===== src/sv/ret_pkg.sv =====
// ============================================================================
// ret_pkg : shared types and constants for the repeat event throttle
// Table geometry, transaction payloads, status codes and table port bundles.
// ============================================================================
package ret_pkg;

    localparam int TABLE_ENTRIES = 16;
    localparam int KEY_BITS      = 32;   // compared key bits, at most TIME_W
    localparam int TIME_W        = 32;
    localparam int CNT_W         = 16;
    localparam int CFG_W         = 16;
    localparam int CFG_IDX_W     = 8;
    localparam int IDX_W         = (TABLE_ENTRIES > 1) ? $clog2(TABLE_ENTRIES) : 1;
    localparam int USED_W        = $clog2(TABLE_ENTRIES + 1);

    // configuration register indexes
    localparam logic [CFG_IDX_W-1:0] CFG_WINDOW   = CFG_IDX_W'(0);
    localparam logic [CFG_IDX_W-1:0] CFG_BURST    = CFG_IDX_W'(1);
    localparam logic [CFG_IDX_W-1:0] CFG_SUPPRESS = CFG_IDX_W'(2);
    localparam logic [CFG_IDX_W-1:0] CFG_REPRINT  = CFG_IDX_W'(3);

    localparam logic [CFG_W-1:0] WINDOW_RST   = CFG_W'(60);
    localparam logic [CFG_W-1:0] BURST_RST    = CFG_W'(60);
    localparam logic [CFG_W-1:0] SUPPRESS_RST = CFG_W'(3600);
    localparam logic [CFG_W-1:0] REPRINT_RST  = CFG_W'(3600);

    // status codes
    localparam logic [1:0] ST_NEW   = 2'd0;
    localparam logic [1:0] ST_KNOWN = 2'd1;
    localparam logic [1:0] ST_FULL  = 2'd2;

    typedef struct packed {
        logic [31:0] event_key;
        logic [31:0] now_seconds;
    } t_in_item;

    typedef struct packed {
        logic       report;
        logic [1:0] status;
    } t_out_item;

    typedef struct packed {
        logic [KEY_BITS-1:0] key;
        logic [TIME_W-1:0]   window_start;
        logic [CNT_W-1:0]    window_count;
        logic [TIME_W-1:0]   suppress_end;
        logic [TIME_W-1:0]   last_report;
    } t_entry;

    typedef struct packed {
        logic             rd_en;
        logic [IDX_W-1:0] rd_addr;
        logic             wr_en;
        logic [IDX_W-1:0] wr_addr;
    } t_tbl_req;

    typedef enum logic {
        ALU_ADD = 1'b0,
        ALU_SUB = 1'b1
    } t_alu_op;

endpackage


===== src/sv/ret_alu.sv =====
// ============================================================================
// ret_alu : shared add/subtract unit
// One 32-bit adder for key match, time differences, threshold compares, sums.
// ============================================================================
module ret_alu
    import ret_pkg::*;
(
    input  t_alu_op           i_op,
    input  logic [TIME_W-1:0] i_a,
    input  logic [TIME_W-1:0] i_b,
    output logic [TIME_W:0]   o_res,   // msb: carry on add, borrow on subtract
    output logic              o_zero
);

    always_comb begin
        if (i_op == ALU_SUB) begin
            o_res = {1'b0, i_a} - {1'b0, i_b};
        end else begin
            o_res = {1'b0, i_a} + {1'b0, i_b};
        end
    end

    assign o_zero = (o_res[TIME_W-1:0] == '0);

endmodule


===== src/sv/ret_table.sv =====
// ============================================================================
// ret_table : tracked key table
// One write port and one read port with registered read data.
// ============================================================================
module ret_table
    import ret_pkg::*;
(
    input  logic     i_clk,
    input  t_tbl_req i_req,
    input  t_entry   i_wr_data,
    output t_entry   o_rd_data
);

    t_entry mem [TABLE_ENTRIES];
    t_entry r_rd_data;

    always_ff @(posedge i_clk) begin
        if (i_req.wr_en) begin
            mem[i_req.wr_addr] <= i_wr_data;
        end
        if (i_req.rd_en) begin
            r_rd_data <= mem[i_req.rd_addr];
        end
    end

    assign o_rd_data = r_rd_data;

endmodule


===== src/sv/repeat_event_throttle.sv =====
// ============================================================================
// repeat_event_throttle : repeat event rate limiter
// Decides per event whether to report it, tracking up to TABLE_ENTRIES keys.
// ============================================================================
// Usage
//   Input channel (i_in_valid / o_in_stall / i_in_data): one transaction is an
//   event key plus the current time in seconds. Time must not go backwards.
//   Output channel (o_out_valid / i_out_stall / o_out_data): one transaction
//   per event, carrying report (1 = print) and status (new/known/full).
//   Config channel (i_cfg_valid / o_cfg_ready, always ready): writes window,
//   burst limit, suppress and reprint lengths; write only while idle.
// Timing
//   The table is scanned one entry per cycle through a registered-read
//   memory; the read of one entry goes out while the previous one is
//   compared. A known key then takes up to five steps through the one
//   shared adder (suppress check, reprint gap, window gap, burst compare,
//   saturating suppress end), then a table write. One event is in flight
//   at once; the next one can be accepted in the cycle after the result
//   is loaded into the output register.
//   o_in_stall is high from accept until the result is in the output reg.
// Reset
//   Synchronous, active low: table empties (fill count zero), registers
//   return to 60 / 60 / 3600 / 3600, output goes invalid. No clearing pass.
// Backpressure
//   A finished result waits in the output register while i_out_stall is
//   high; the next event may be accepted and worked on meanwhile, and it
//   only waits at the end if the register is still occupied.
// ============================================================================
module repeat_event_throttle
    import ret_pkg::*;
(
    input  logic                 i_clk,
    input  logic                 i_rst_n,
    // event input
    input  logic                 i_in_valid,
    output logic                 o_in_stall,
    input  t_in_item             i_in_data,
    // result output
    output logic                 o_out_valid,
    input  logic                 i_out_stall,
    output t_out_item            o_out_data,
    // configuration writes
    input  logic                 i_cfg_valid,
    output logic                 o_cfg_ready,
    input  logic [CFG_IDX_W-1:0] i_cfg_index,
    input  logic [CFG_W-1:0]     i_cfg_data
);

    typedef enum logic [10:0] {
        S_IDLE  = 11'b000_0000_0001,
        S_SCAN  = 11'b000_0000_0010,
        S_SUP   = 11'b000_0000_0100,
        S_RPR   = 11'b000_0000_1000,
        S_RPR2  = 11'b000_0001_0000,
        S_WIN   = 11'b000_0010_0000,
        S_WIN2  = 11'b000_0100_0000,
        S_BURST = 11'b000_1000_0000,
        S_SEND  = 11'b001_0000_0000,
        S_WRITE = 11'b010_0000_0000,
        S_DONE  = 11'b100_0000_0000
    } t_state;

    // config registers
    logic [CFG_W-1:0] r_window, r_burst, r_suppress, r_reprint;

    // sequencer state
    t_state            r_state, n_state;
    logic [USED_W-1:0] r_used, n_used;
    logic [USED_W-1:0] r_idx, n_idx;
    logic              r_pend, n_pend;
    logic [IDX_W-1:0]  r_pend_idx, n_pend_idx;
    logic [IDX_W-1:0]  r_hit_idx, n_hit_idx;
    logic [KEY_BITS-1:0] r_key, n_key;
    logic [TIME_W-1:0] r_now, n_now;
    logic [TIME_W-1:0] r_tmp, n_tmp;
    t_entry            r_ent, n_ent;
    logic              r_report, n_report;
    logic [1:0]        r_status, n_status;

    // output register
    logic              r_out_valid, n_out_valid;
    t_out_item         r_out, n_out;

    // shared unit and table
    t_alu_op           alu_op;
    logic [TIME_W-1:0] alu_a, alu_b;
    logic [TIME_W:0]   alu_res;
    logic              alu_zero;
    t_tbl_req          tbl_req;
    t_entry            tbl_rd;

    logic in_acc;
    logic out_free;
    logic hit;

    ret_alu u_alu (
        .i_op   (alu_op),
        .i_a    (alu_a),
        .i_b    (alu_b),
        .o_res  (alu_res),
        .o_zero (alu_zero)
    );

    ret_table u_table (
        .i_clk     (i_clk),
        .i_req     (tbl_req),
        .i_wr_data (r_ent),
        .o_rd_data (tbl_rd)
    );

    assign o_cfg_ready = 1'b1;
    assign o_in_stall  = (r_state != S_IDLE);
    assign in_acc      = i_in_valid && !o_in_stall;
    assign out_free    = !r_out_valid || !i_out_stall;
    assign o_out_valid = r_out_valid;
    assign o_out_data  = r_out;

    // config writes; out of range indexes are dropped
    always_ff @(posedge i_clk) begin
        if (!i_rst_n) begin
            r_window   <= WINDOW_RST;
            r_burst    <= BURST_RST;
            r_suppress <= SUPPRESS_RST;
            r_reprint  <= REPRINT_RST;
        end else if (i_cfg_valid) begin
            unique case (i_cfg_index)
                CFG_WINDOW:   r_window   <= i_cfg_data;
                CFG_BURST:    r_burst    <= i_cfg_data;
                CFG_SUPPRESS: r_suppress <= i_cfg_data;
                CFG_REPRINT:  r_reprint  <= i_cfg_data;
                default: ;
            endcase
        end
    end

    // shared adder operand selection
    always_comb begin
        alu_op = ALU_SUB;
        alu_a  = '0;
        alu_b  = '0;
        unique case (r_state)
            S_SCAN: begin
                alu_a = TIME_W'(tbl_rd.key);
                alu_b = TIME_W'(r_key);
            end
            S_SUP: begin   // now <= suppress_end when no borrow
                alu_a = r_ent.suppress_end;
                alu_b = r_now;
            end
            S_RPR: begin
                alu_a = r_now;
                alu_b = r_ent.last_report;
            end
            S_RPR2: begin  // gap >= reprint when no borrow
                alu_a = r_tmp;
                alu_b = TIME_W'(r_reprint);
            end
            S_WIN: begin
                alu_a = r_now;
                alu_b = r_ent.window_start;
            end
            S_WIN2: begin  // gap <= window when no borrow
                alu_a = TIME_W'(r_window);
                alu_b = r_tmp;
            end
            S_BURST: begin // count >= burst when no borrow
                alu_a = TIME_W'(r_ent.window_count);
                alu_b = TIME_W'(r_burst);
            end
            S_SEND: begin
                alu_op = ALU_ADD;
                alu_a  = r_now;
                alu_b  = TIME_W'(r_suppress);
            end
            S_IDLE, S_WRITE, S_DONE: ;
            default: ;
        endcase
    end

    assign hit = r_pend && alu_zero;

    always_comb begin
        n_state     = r_state;
        n_used      = r_used;
        n_idx       = r_idx;
        n_pend      = r_pend;
        n_pend_idx  = r_pend_idx;
        n_hit_idx   = r_hit_idx;
        n_key       = r_key;
        n_now       = r_now;
        n_tmp       = r_tmp;
        n_ent       = r_ent;
        n_report    = r_report;
        n_status    = r_status;
        n_out_valid = r_out_valid && i_out_stall;
        n_out       = r_out;
        tbl_req     = '0;
        tbl_req.wr_addr = r_hit_idx;

        unique case (r_state)
            S_IDLE: begin
                if (in_acc) begin
                    n_key   = i_in_data.event_key[KEY_BITS-1:0];
                    n_now   = i_in_data.now_seconds;
                    n_idx   = '0;
                    n_pend  = 1'b0;
                    n_state = S_SCAN;
                end
            end
            S_SCAN: begin
                // read of entry idx goes out while entry idx-1 is compared
                if (hit) begin
                    n_ent     = tbl_rd;
                    n_hit_idx = r_pend_idx;
                    n_status  = ST_KNOWN;
                    n_report  = 1'b1;
                    n_state   = S_SUP;
                end else if (r_idx >= r_used) begin
                    n_report = 1'b1;
                    if (r_used < USED_W'(TABLE_ENTRIES)) begin
                        n_ent.key          = r_key;
                        n_ent.window_start = r_now;
                        n_ent.window_count = CNT_W'(1);
                        n_ent.suppress_end = '0;
                        n_ent.last_report  = r_now;
                        n_hit_idx = r_used[IDX_W-1:0];
                        n_used    = r_used + USED_W'(1);
                        n_status  = ST_NEW;
                        n_state   = S_WRITE;
                    end else begin
                        n_status = ST_FULL;
                        n_state  = S_DONE;
                    end
                end else begin
                    tbl_req.rd_en   = 1'b1;
                    tbl_req.rd_addr = r_idx[IDX_W-1:0];
                    n_pend_idx      = r_idx[IDX_W-1:0];
                    n_pend          = 1'b1;
                    n_idx           = r_idx + USED_W'(1);
                end
            end
            S_SUP: begin
                n_state = alu_res[TIME_W] ? S_WIN : S_RPR;
            end
            S_RPR: begin
                n_tmp   = alu_res[TIME_W-1:0];
                n_state = S_RPR2;
            end
            S_RPR2: begin
                if (!alu_res[TIME_W]) begin
                    n_ent.last_report = r_now;
                    n_report = 1'b1;
                end else begin
                    n_report = 1'b0;
                end
                n_state = S_WRITE;
            end
            S_WIN: begin
                n_tmp   = alu_res[TIME_W-1:0];
                n_state = S_WIN2;
            end
            S_WIN2: begin
                if (!alu_res[TIME_W]) begin
                    if (r_ent.window_count != '1) begin
                        n_ent.window_count = r_ent.window_count + CNT_W'(1);
                    end
                    n_state = S_BURST;
                end else begin
                    n_ent.window_start = r_now;
                    n_ent.window_count = CNT_W'(1);
                    n_state = S_WRITE;
                end
            end
            S_BURST: begin
                n_state = alu_res[TIME_W] ? S_WRITE : S_SEND;
            end
            S_SEND: begin
                // saturate on carry out
                n_ent.suppress_end = alu_res[TIME_W] ? '1 : alu_res[TIME_W-1:0];
                n_ent.last_report  = r_now;
                n_state = S_WRITE;
            end
            S_WRITE: begin
                tbl_req.wr_en = 1'b1;
                n_state = S_DONE;
            end
            S_DONE: begin
                if (out_free) begin
                    n_out_valid   = 1'b1;
                    n_out.report  = r_report;
                    n_out.status  = r_status;
                    n_state       = S_IDLE;
                end
            end
            default: n_state = S_IDLE;
        endcase
    end

    always_ff @(posedge i_clk) begin
        if (!i_rst_n) begin
            r_state     <= S_IDLE;
            r_used      <= '0;
            r_idx       <= '0;
            r_pend      <= 1'b0;
            r_out_valid <= 1'b0;
        end else begin
            r_state     <= n_state;
            r_used      <= n_used;
            r_idx       <= n_idx;
            r_pend      <= n_pend;
            r_out_valid <= n_out_valid;
        end
    end

    // payload, no reset
    always_ff @(posedge i_clk) begin
        r_pend_idx <= n_pend_idx;
        r_hit_idx  <= n_hit_idx;
        r_key      <= n_key;
        r_now      <= n_now;
        r_tmp      <= n_tmp;
        r_ent      <= n_ent;
        r_report   <= n_report;
        r_status   <= n_status;
        r_out      <= n_out;
    end

endmodule


===== config.mk =====
export PLATFORM = sky130hd
export DESIGN_NAME = repeat_event_throttle
export DESIGN_NICKNAME = d
export VERILOG_FILES = /design/src/sv/ret_pkg.sv /design/src/sv/ret_alu.sv /design/src/sv/ret_table.sv /design/src/sv/repeat_event_throttle.sv
export SDC_FILE = /design/constraint.sdc
export NUM_CORES = 2
export LEC_CHECK = 0
export BUFFER_PORTS_ARGS = -buffer_cell sky130_fd_sc_hd__buf_2
export CORE_MARGIN = 3
export CORE_UTILIZATION = 38
export DETAILED_ROUTE_END_ITERATION = 7
export GPL_TIMING_DRIVEN = 0
export SETUP_SLACK_MARGIN = 0.1
export SYNTH_ARGS = -nofsm -noshare
export SYNTH_HDL_FRONTEND = slang
export SYNTH_SLANG_ARGS = --single-unit

===== constraint.sdc =====
create_clock -name i_clk -period 17.5 [get_ports i_clk]
set_input_delay 0.875 -clock i_clk [delete_from_list [all_inputs] [get_ports i_clk]]
set_output_delay 0.875 -clock i_clk [all_outputs]
set_load 0.05 [all_outputs]

**Word-level counts from Yosys, hierarchy flattened**

Memory sizes are Yosys's and may differ from the RTL's. A register that Yosys moved wholly into a read port is not among the register bits.
Index checks and enable logic that the tools add are counted.

- Order comparisons: 2
- Bitwise gates (word level): 2
- Mux-type cells: 48
- Eq/ne operators: 25
- Add/subtract/negate cells: 5
- Reduce and logical (&&, ||, !) cells: 36

Operator list:

| kind | count |
|---|---|
| 2-to-1 mux 144 bit | 3 |
| case mux 32 bit (8 select lines) | 1 |
| case mux 32 bit (6 select lines) | 1 |
| case mux 11 bit (10 select lines) | 1 |
| 2-to-1 mux 32 bit | 3 |
| case mux 32 bit (3 select lines) | 1 |
| case mux 48 bit (2 select lines) | 1 |
| case mux 32 bit (2 select lines) | 1 |
| 2-to-1 mux 11 bit | 5 |
| adder 32 x 32 -> 33 bit | 1 |
| 2-to-1 mux 33 bit | 1 |
| subtractor 32 x 32 -> 33 bit | 1 |
| logical NOT 32 bit | 1 |
| 2-to-1 mux 16 bit | 2 |
| 2-to-1 mux 5 bit | 6 |
| 2-to-1 mux 10 bit | 2 |
| AND reduction 4 bit | 5 |
| adder 16 x 1 -> 16 bit, second input constant | 1 |
| == test 8 x 2 -> 1 bit, second input constant | 2 |
| != test 16 bit, second input constant | 1 |
| AND reduction 2 bit | 8 |
| 2-to-1 mux 4 bit | 3 |
| != test 2 bit, second input constant | 6 |
| AND reduction 3 bit | 4 |
| other kinds (31) | 57 |

- Bits in writable memories: 2304
- Register bits: 341
- Logic and storage cells: 142
- Output and inout bits: 6
- Input port bits: 93
- Memories: 1

Memories:

| name | depth | width | rd ports | clocked after memory_dff | wr ports | RTL line | text |
|---|---|---|---|---|---|---|---|
| u_table.mem | 16 | 144 | 1 | 1 | 1 | ret_table.sv:14 | `t_entry mem [TABLE_ENTRIES];` |

**Logic depth before layout (Yosys ltp)**

- Word-level depth: 9
- Depth in mapped cells: 32
- Mapped depth without buffers: 26

**By module**

Synthesis repeated with hierarchy kept, for this count alone.

- Cells, all modules: 5420
- Area total of the unflattened synthesis: 108507.8 um^2

Modules (own cells, without submodules):

| module | instances | cells an instance | area each (um^2) | sequential area each (um^2) |
|---|---|---|---|---|
| ret_table | 1 | 3773 | 90885.9 | 73510.5 |
| repeat_event_throttle | 1 | 1311 | 15293.4 | 9369.0 |
| ret_alu | 1 | 336 | 2328.5 | 0.0 |

**Worst setup path before layout**

No wires, ideal clock.

- Path kind: register -> register
- Start: register r_state[1]
- End: memory u_table.mem[0][0] (netlist name) (enable)
- Cell stages (with the launch flop): 9
- Data required time: 16676 ps
- Path slack: 5009 ps
- Clock period less this slack: 12491 ps
- Arrival: 11668 ps
- Buffers on the path: 3
- Library setup time: 824 ps
- Path through: dfxtp_1 > buf_6 > or4_1 > buf_4 > buf_2 > nor3_1 > nand3b_1 > or3_1 > nor3_1

- Cells in the longest elaborated chain, start to end: 4

RTL lines:

| element | RTL line | text |
|---|---|---|
| start: declaration | repeat_event_throttle.sv:67 | `t_state r_state, n_state;` |
| start signal: assignment | repeat_event_throttle.sv:307 | `r_state <= n_state;` |
| == test 11 x 10 -> 1 bit | repeat_event_throttle.sv:200 | `unique case (r_state)` |
| 2-to-1 mux 1 bit | repeat_event_throttle.sv:200 |  |
| 2-to-1 mux 1 bit | ret_table.sv:18 | `if (i_req.wr_en) begin` |
| 2-to-1 mux 1 bit (implied by the code) | ret_table.sv:19 | `mem[i_req.wr_addr] <= i_wr_data;` |
| end: declaration | ret_table.sv:14 |  |

No other way between the ends.

**Final worst setup path**

- Start: register r_state[6]
- End: register u_table.o_rd_data[76] (netlist name)

- Cells in the longest elaborated chain, start to end: 9
- Elaborated cells between the ends (all ways): 18
- Those cells by class: add/sub: 2; eq/ne: 8; mux: 5; reduce/logical: 3

RTL lines:

| element | RTL line | text |
|---|---|---|
| == test 11 x 9 -> 1 bit (tied with other cells) | repeat_event_throttle.sv:141 | `unique case (r_state)` |
| OR reduction 3 bit (no source line) | -- |  |
| case mux 32 bit (6 select lines) | repeat_event_throttle.sv:141 |  |
| subtractor 32 x 32 -> 33 bit / adder 32 x 32 -> 33 bit (equally long branches) | ret_alu.sv:17, ret_alu.sv:19 |  |
| 2-to-1 mux 33 bit | ret_alu.sv:16 | `if (i_op == ALU_SUB) begin` |
| logical NOT 32 bit | ret_alu.sv:23 | `assign o_zero = (o_res[TIME_W-1:0] == '0);` |
| logical AND 1 bit | repeat_event_throttle.sv:180 | `assign hit = r_pend && alu_zero;` |
| 2-to-1 mux 5 bit | repeat_event_throttle.sv:212 | `if (hit) begin` |
| 2-to-1 mux 5 bit (*) | repeat_event_throttle.sv:200 |  |

Mark *: on every way between the ends. The rest lies on a longest branch, timed or not.
A chain may end at the register's enable or synchronous reset.

==> results.md <==
- Final Cycle Share: 0.736
- Seq/Total Area, Yosys: 0.725
- Clock latency on the worst-skew pair: 0.91 ns
- Placer congestion estimate: 0.996
- Io pins: 99
- Violated checks: design-rule violations, max-capacitance violations, max-slew violations
- Initial Util: 0.384
- Dominant cell type by area after synthesis: edfxtp_1
- WL/cell: 41.5 um
- Most frequent cells in the layout: 2,702 x edfxtp_1, 523 x a2111oi_0, 500 x clkbuf_1
- Maximum clock path buffer count: 4
- Share of cells above drive strength 1: 0.138
- Post-Synth Simple-Gate Area: 0.0795
- Power per Cell Area: 106 mW/mm2
- Outcome: finished, violations left
- CORE AREA: 0.298 mm2
- Critical Path AT: 13.35 ns
- GRT overflow: 0
- Reg power frac: 0.524
- Tmin final: 12.88 ns
- Total wire length: 515,000 um
- CTS clk-pin slew, worst paths: 0.06 ns
- Max Clk Rate: 77.6 MHz
- Yosys warns: 0
- Post-Synth Adder-Cell Area: 0.00466
- Synth Instances: 7,610
- Initial antenna violation count: 73
- Synth-to-Final Area Change: 16.1%
- Synth Register Bits: 2,789
- RSZ-0062 raised after global routing: no
- Hold WS: 0.142 ns
- Final core utilization: 0.445
- Clk_skew: 0.0678 ns
- Setup Crit Path Kind: reg -> reg
- Antenna Violating Nets Remaining: 0
- Die area: 0.307 mm2
- Final setup viols: 0
- Relative slew slack: -0.114
- GR Util All Layers: 0.324
- VDD IR max: 0.0942 mV
- Drt pass-1 iters: 8
- Resize count post-CTS: 0
- Iter 0 DRT Violations: 15,400
- Multi-input logic area: 0.0291 mm2
- Fillers: 26,200
- Root buf cell: clkbuf_16
- P_int: 0.0110 W
- Reg area: 0.0829 mm2
- NetSw: 0.00305 W
- Worst Path Max Fanout: 13
- Setup bufs post-CTS: 0
- Least-Margin Pin Slew: 1.67 ns
- Largest net degree at the start of global routing: 50
- Multiplexer share of the synthesized area: 0.0403
- Syn Area/Cell: 15.0 um2
- Max_cap viols: 31
- Synth top area share: 0.710
- Final count of hold timing violations: 0
- Unique masters post-synth: 96
- XOR/XNOR share of the synthesized area: 0.00529
- CTS tree: done
- # rows: 200
- Most common cell after layout, fill and taps aside: edfxtp_1
- Via density: 6.59
- DRC: 6
- Number of global-route vias before repair: 76,600
- Largest family of logic cells by synthesized area: compound AO/OA/AOI/OAI gates
- Port Buf Inserts: 97
- Logic pwr share: 0.024
- Num CTS Buffers: 300
- H-tree level count: 5
- Worst Setup End Kind: flip-flop
- NumNets Final: 8,321
- Design Power: 0.0141 W
- Crit path launch type: flip-flop
- Sw frac: 0.216
- Synth area leaders: edfxtp_1 71%, a2111oi_0 4.0%, mux2_2 2.7%
- Placed Cells: 11,800
- Syn_nets: 7,745
- Leakage: 40.8 nW
- Worst path required time: 17.96 ns
- Dpl hpwl: 381,000 um
- First-pass GRT wire length: 678,000 um
- Sink Count: 2,789
- Number of synthesized flops with an enable pin: 2,702
- Die Width: 554 um
- Async set-or-reset flop fraction in the synthesized netlist: 0
- Post-Layout Cell Count: 12,400
- Die height: 554 um
- Min-delay worst type: in -> reg
- CTS hold repair buffers: 0
- Synthesized area: 0.114 mm2
- DR vias: 81,800
- Max Slew Vio Count: 346
- Setup TNS Final: 0 ns
- Clk pwr share: 0.452
- Synth Flop Type: edfxtp_1
- Complex-gate fraction of the synthesized area: 0.123
[Yosys cell counts, types with 16 or more instances]
cell / number
a2111oi_0: 525
a211oi_1: 85
a21oi_1: 174
a222oi_1: 40
a22o_1: 28
a22oi_1: 74
and2_1: 314
and3_1: 32
buf_1: 25
buf_2: 83
clkbuf_1: 471
dfxtp_1: 87
edfxtp_1: 2702
ha_1: 41
inv_1: 37
mux2_2: 274
mux2i_1: 142
nand2_1: 453
nand3_1: 113
nand3b_1: 39
nand4_1: 50
nor2_1: 281
nor2b_1: 129
nor3_1: 259
nor4_1: 16
o2111ai_1: 22
o211ai_1: 141
o21ai_0: 261
o221ai_1: 80
o22ai_1: 118
o2bb2ai_1: 34
o311ai_0: 31
o32ai_1: 18
o41ai_1: 98
or3_1: 20
or4_1: 17
xnor2_1: 38
xor2_1: 31
[final cells by class]
| cell class | count | area share |
|---|---|---|
| Sequential cell | 2789 | 0.625 |
| Multi-Input combinational cell | 4186 | 0.219 |
| Clock buffer | 369 | 0.0600 |
| Tap cell | 3939 | 0.0371 |
| Timing Repair Buffer | 274 | 0.0263 |
| Buffer | 594 | 0.0185 |
| Clock inverter | 152 | 0.0119 |
| Antenna cell | 65 | 0.00123 |
| Inverter | 41 | 0.00118 |
[stage by stage]
step	setup slack, ns	area (um2)
2_1_floorplan	5.01	114000
3_3_place_gp	-6.59	120000
3_5_place_dp	5.36	123000
4_1_cts	5.24	132000
5_1_grt	4.97	133000
6_report	4.62	133000
[sequential cells by signal, summed over array words and instances (netlist names), 2 cells and up]
register           cells
o_out_data             3
u_table.o_rd_data    144
r_used                 5
r_hit_idx              4
r_reprint             16
u_table.mem         2304
r_key                 32
r_suppress            16
r_now                 32
r_state               11
r_status               2
r_ent                144
r_window              16
r_tmp                 32
r_burst               16
r_idx                  5
r_pend_idx             4
[final timing paths]
path	slack (ns)	startpoint	to	cells after the start
worst max-delay path	4.62	r_state[6]	u_table.o_rd_data[76]	24
worst min-delay path	0.14	i_in_data[54]	r_key[22]	1
worst max register to register	4.62	r_state[6]	u_table.o_rd_data[76]	24
worst min register to register	0.46	r_suppress[1]	r_suppress[1]	2
[per-layer routing]
layer	vias to the layer above	wire length, um	track usage
met3	1303	68300	0.103
met2	6544	221000	0.474
met5	-	270	0
li1	32000	-	-
met1	42000	190000	0.422
met4	38	35200	0.190
[worst max-delay path, stage by stage (launching register included)]
cell and delay, ns:
dfxtp_1 0.31, buf_2 0.16, nor4_1 0.81, and3_1 0.43
buf_2 0.33, buf_2 0.48, clkbuf_1 0.74, clkbuf_1 0.93
a22oi_1 0.55, nand3_1 0.29, ha_1 0.14, buf_2 0.17
nand2_1 0.07, o21ai_1 0.64, o2111ai_1 0.41, o221a_2 0.39
nand3_1 0.38, o31ai_1 0.17, nor4_1 0.53, nand4_1 1.30
clkbuf_2 0.85, clkbuf_1 0.70, o21ai_0 0.37, o211ai_1 0.16
nor3_1 1.00
[power groups by stage]
stage               clock [W]  sequential [W]  combinational, W
floorplan                   0         0.00745          0.000182
global placement            0         0.00752          0.000318
detailed placement          0         0.00752          0.000325
CTS                   0.00638         0.00738          0.000327
global route          0.00664         0.00737          0.000351
finish                0.00637         0.00738          0.000332
[cells by family after synthesis]
group                    count (synthesis)
AO/OA/AOI/OAI                         1862
XOR/XNOR                                69
adder cells (fa/ha/maj)                 42
buffers and inverters                  635
flip-flops                            2789
multiplexers                           424
other                                    1
AND/OR/NAND/NOR                       1788
(Power assumes the default switching activity.)
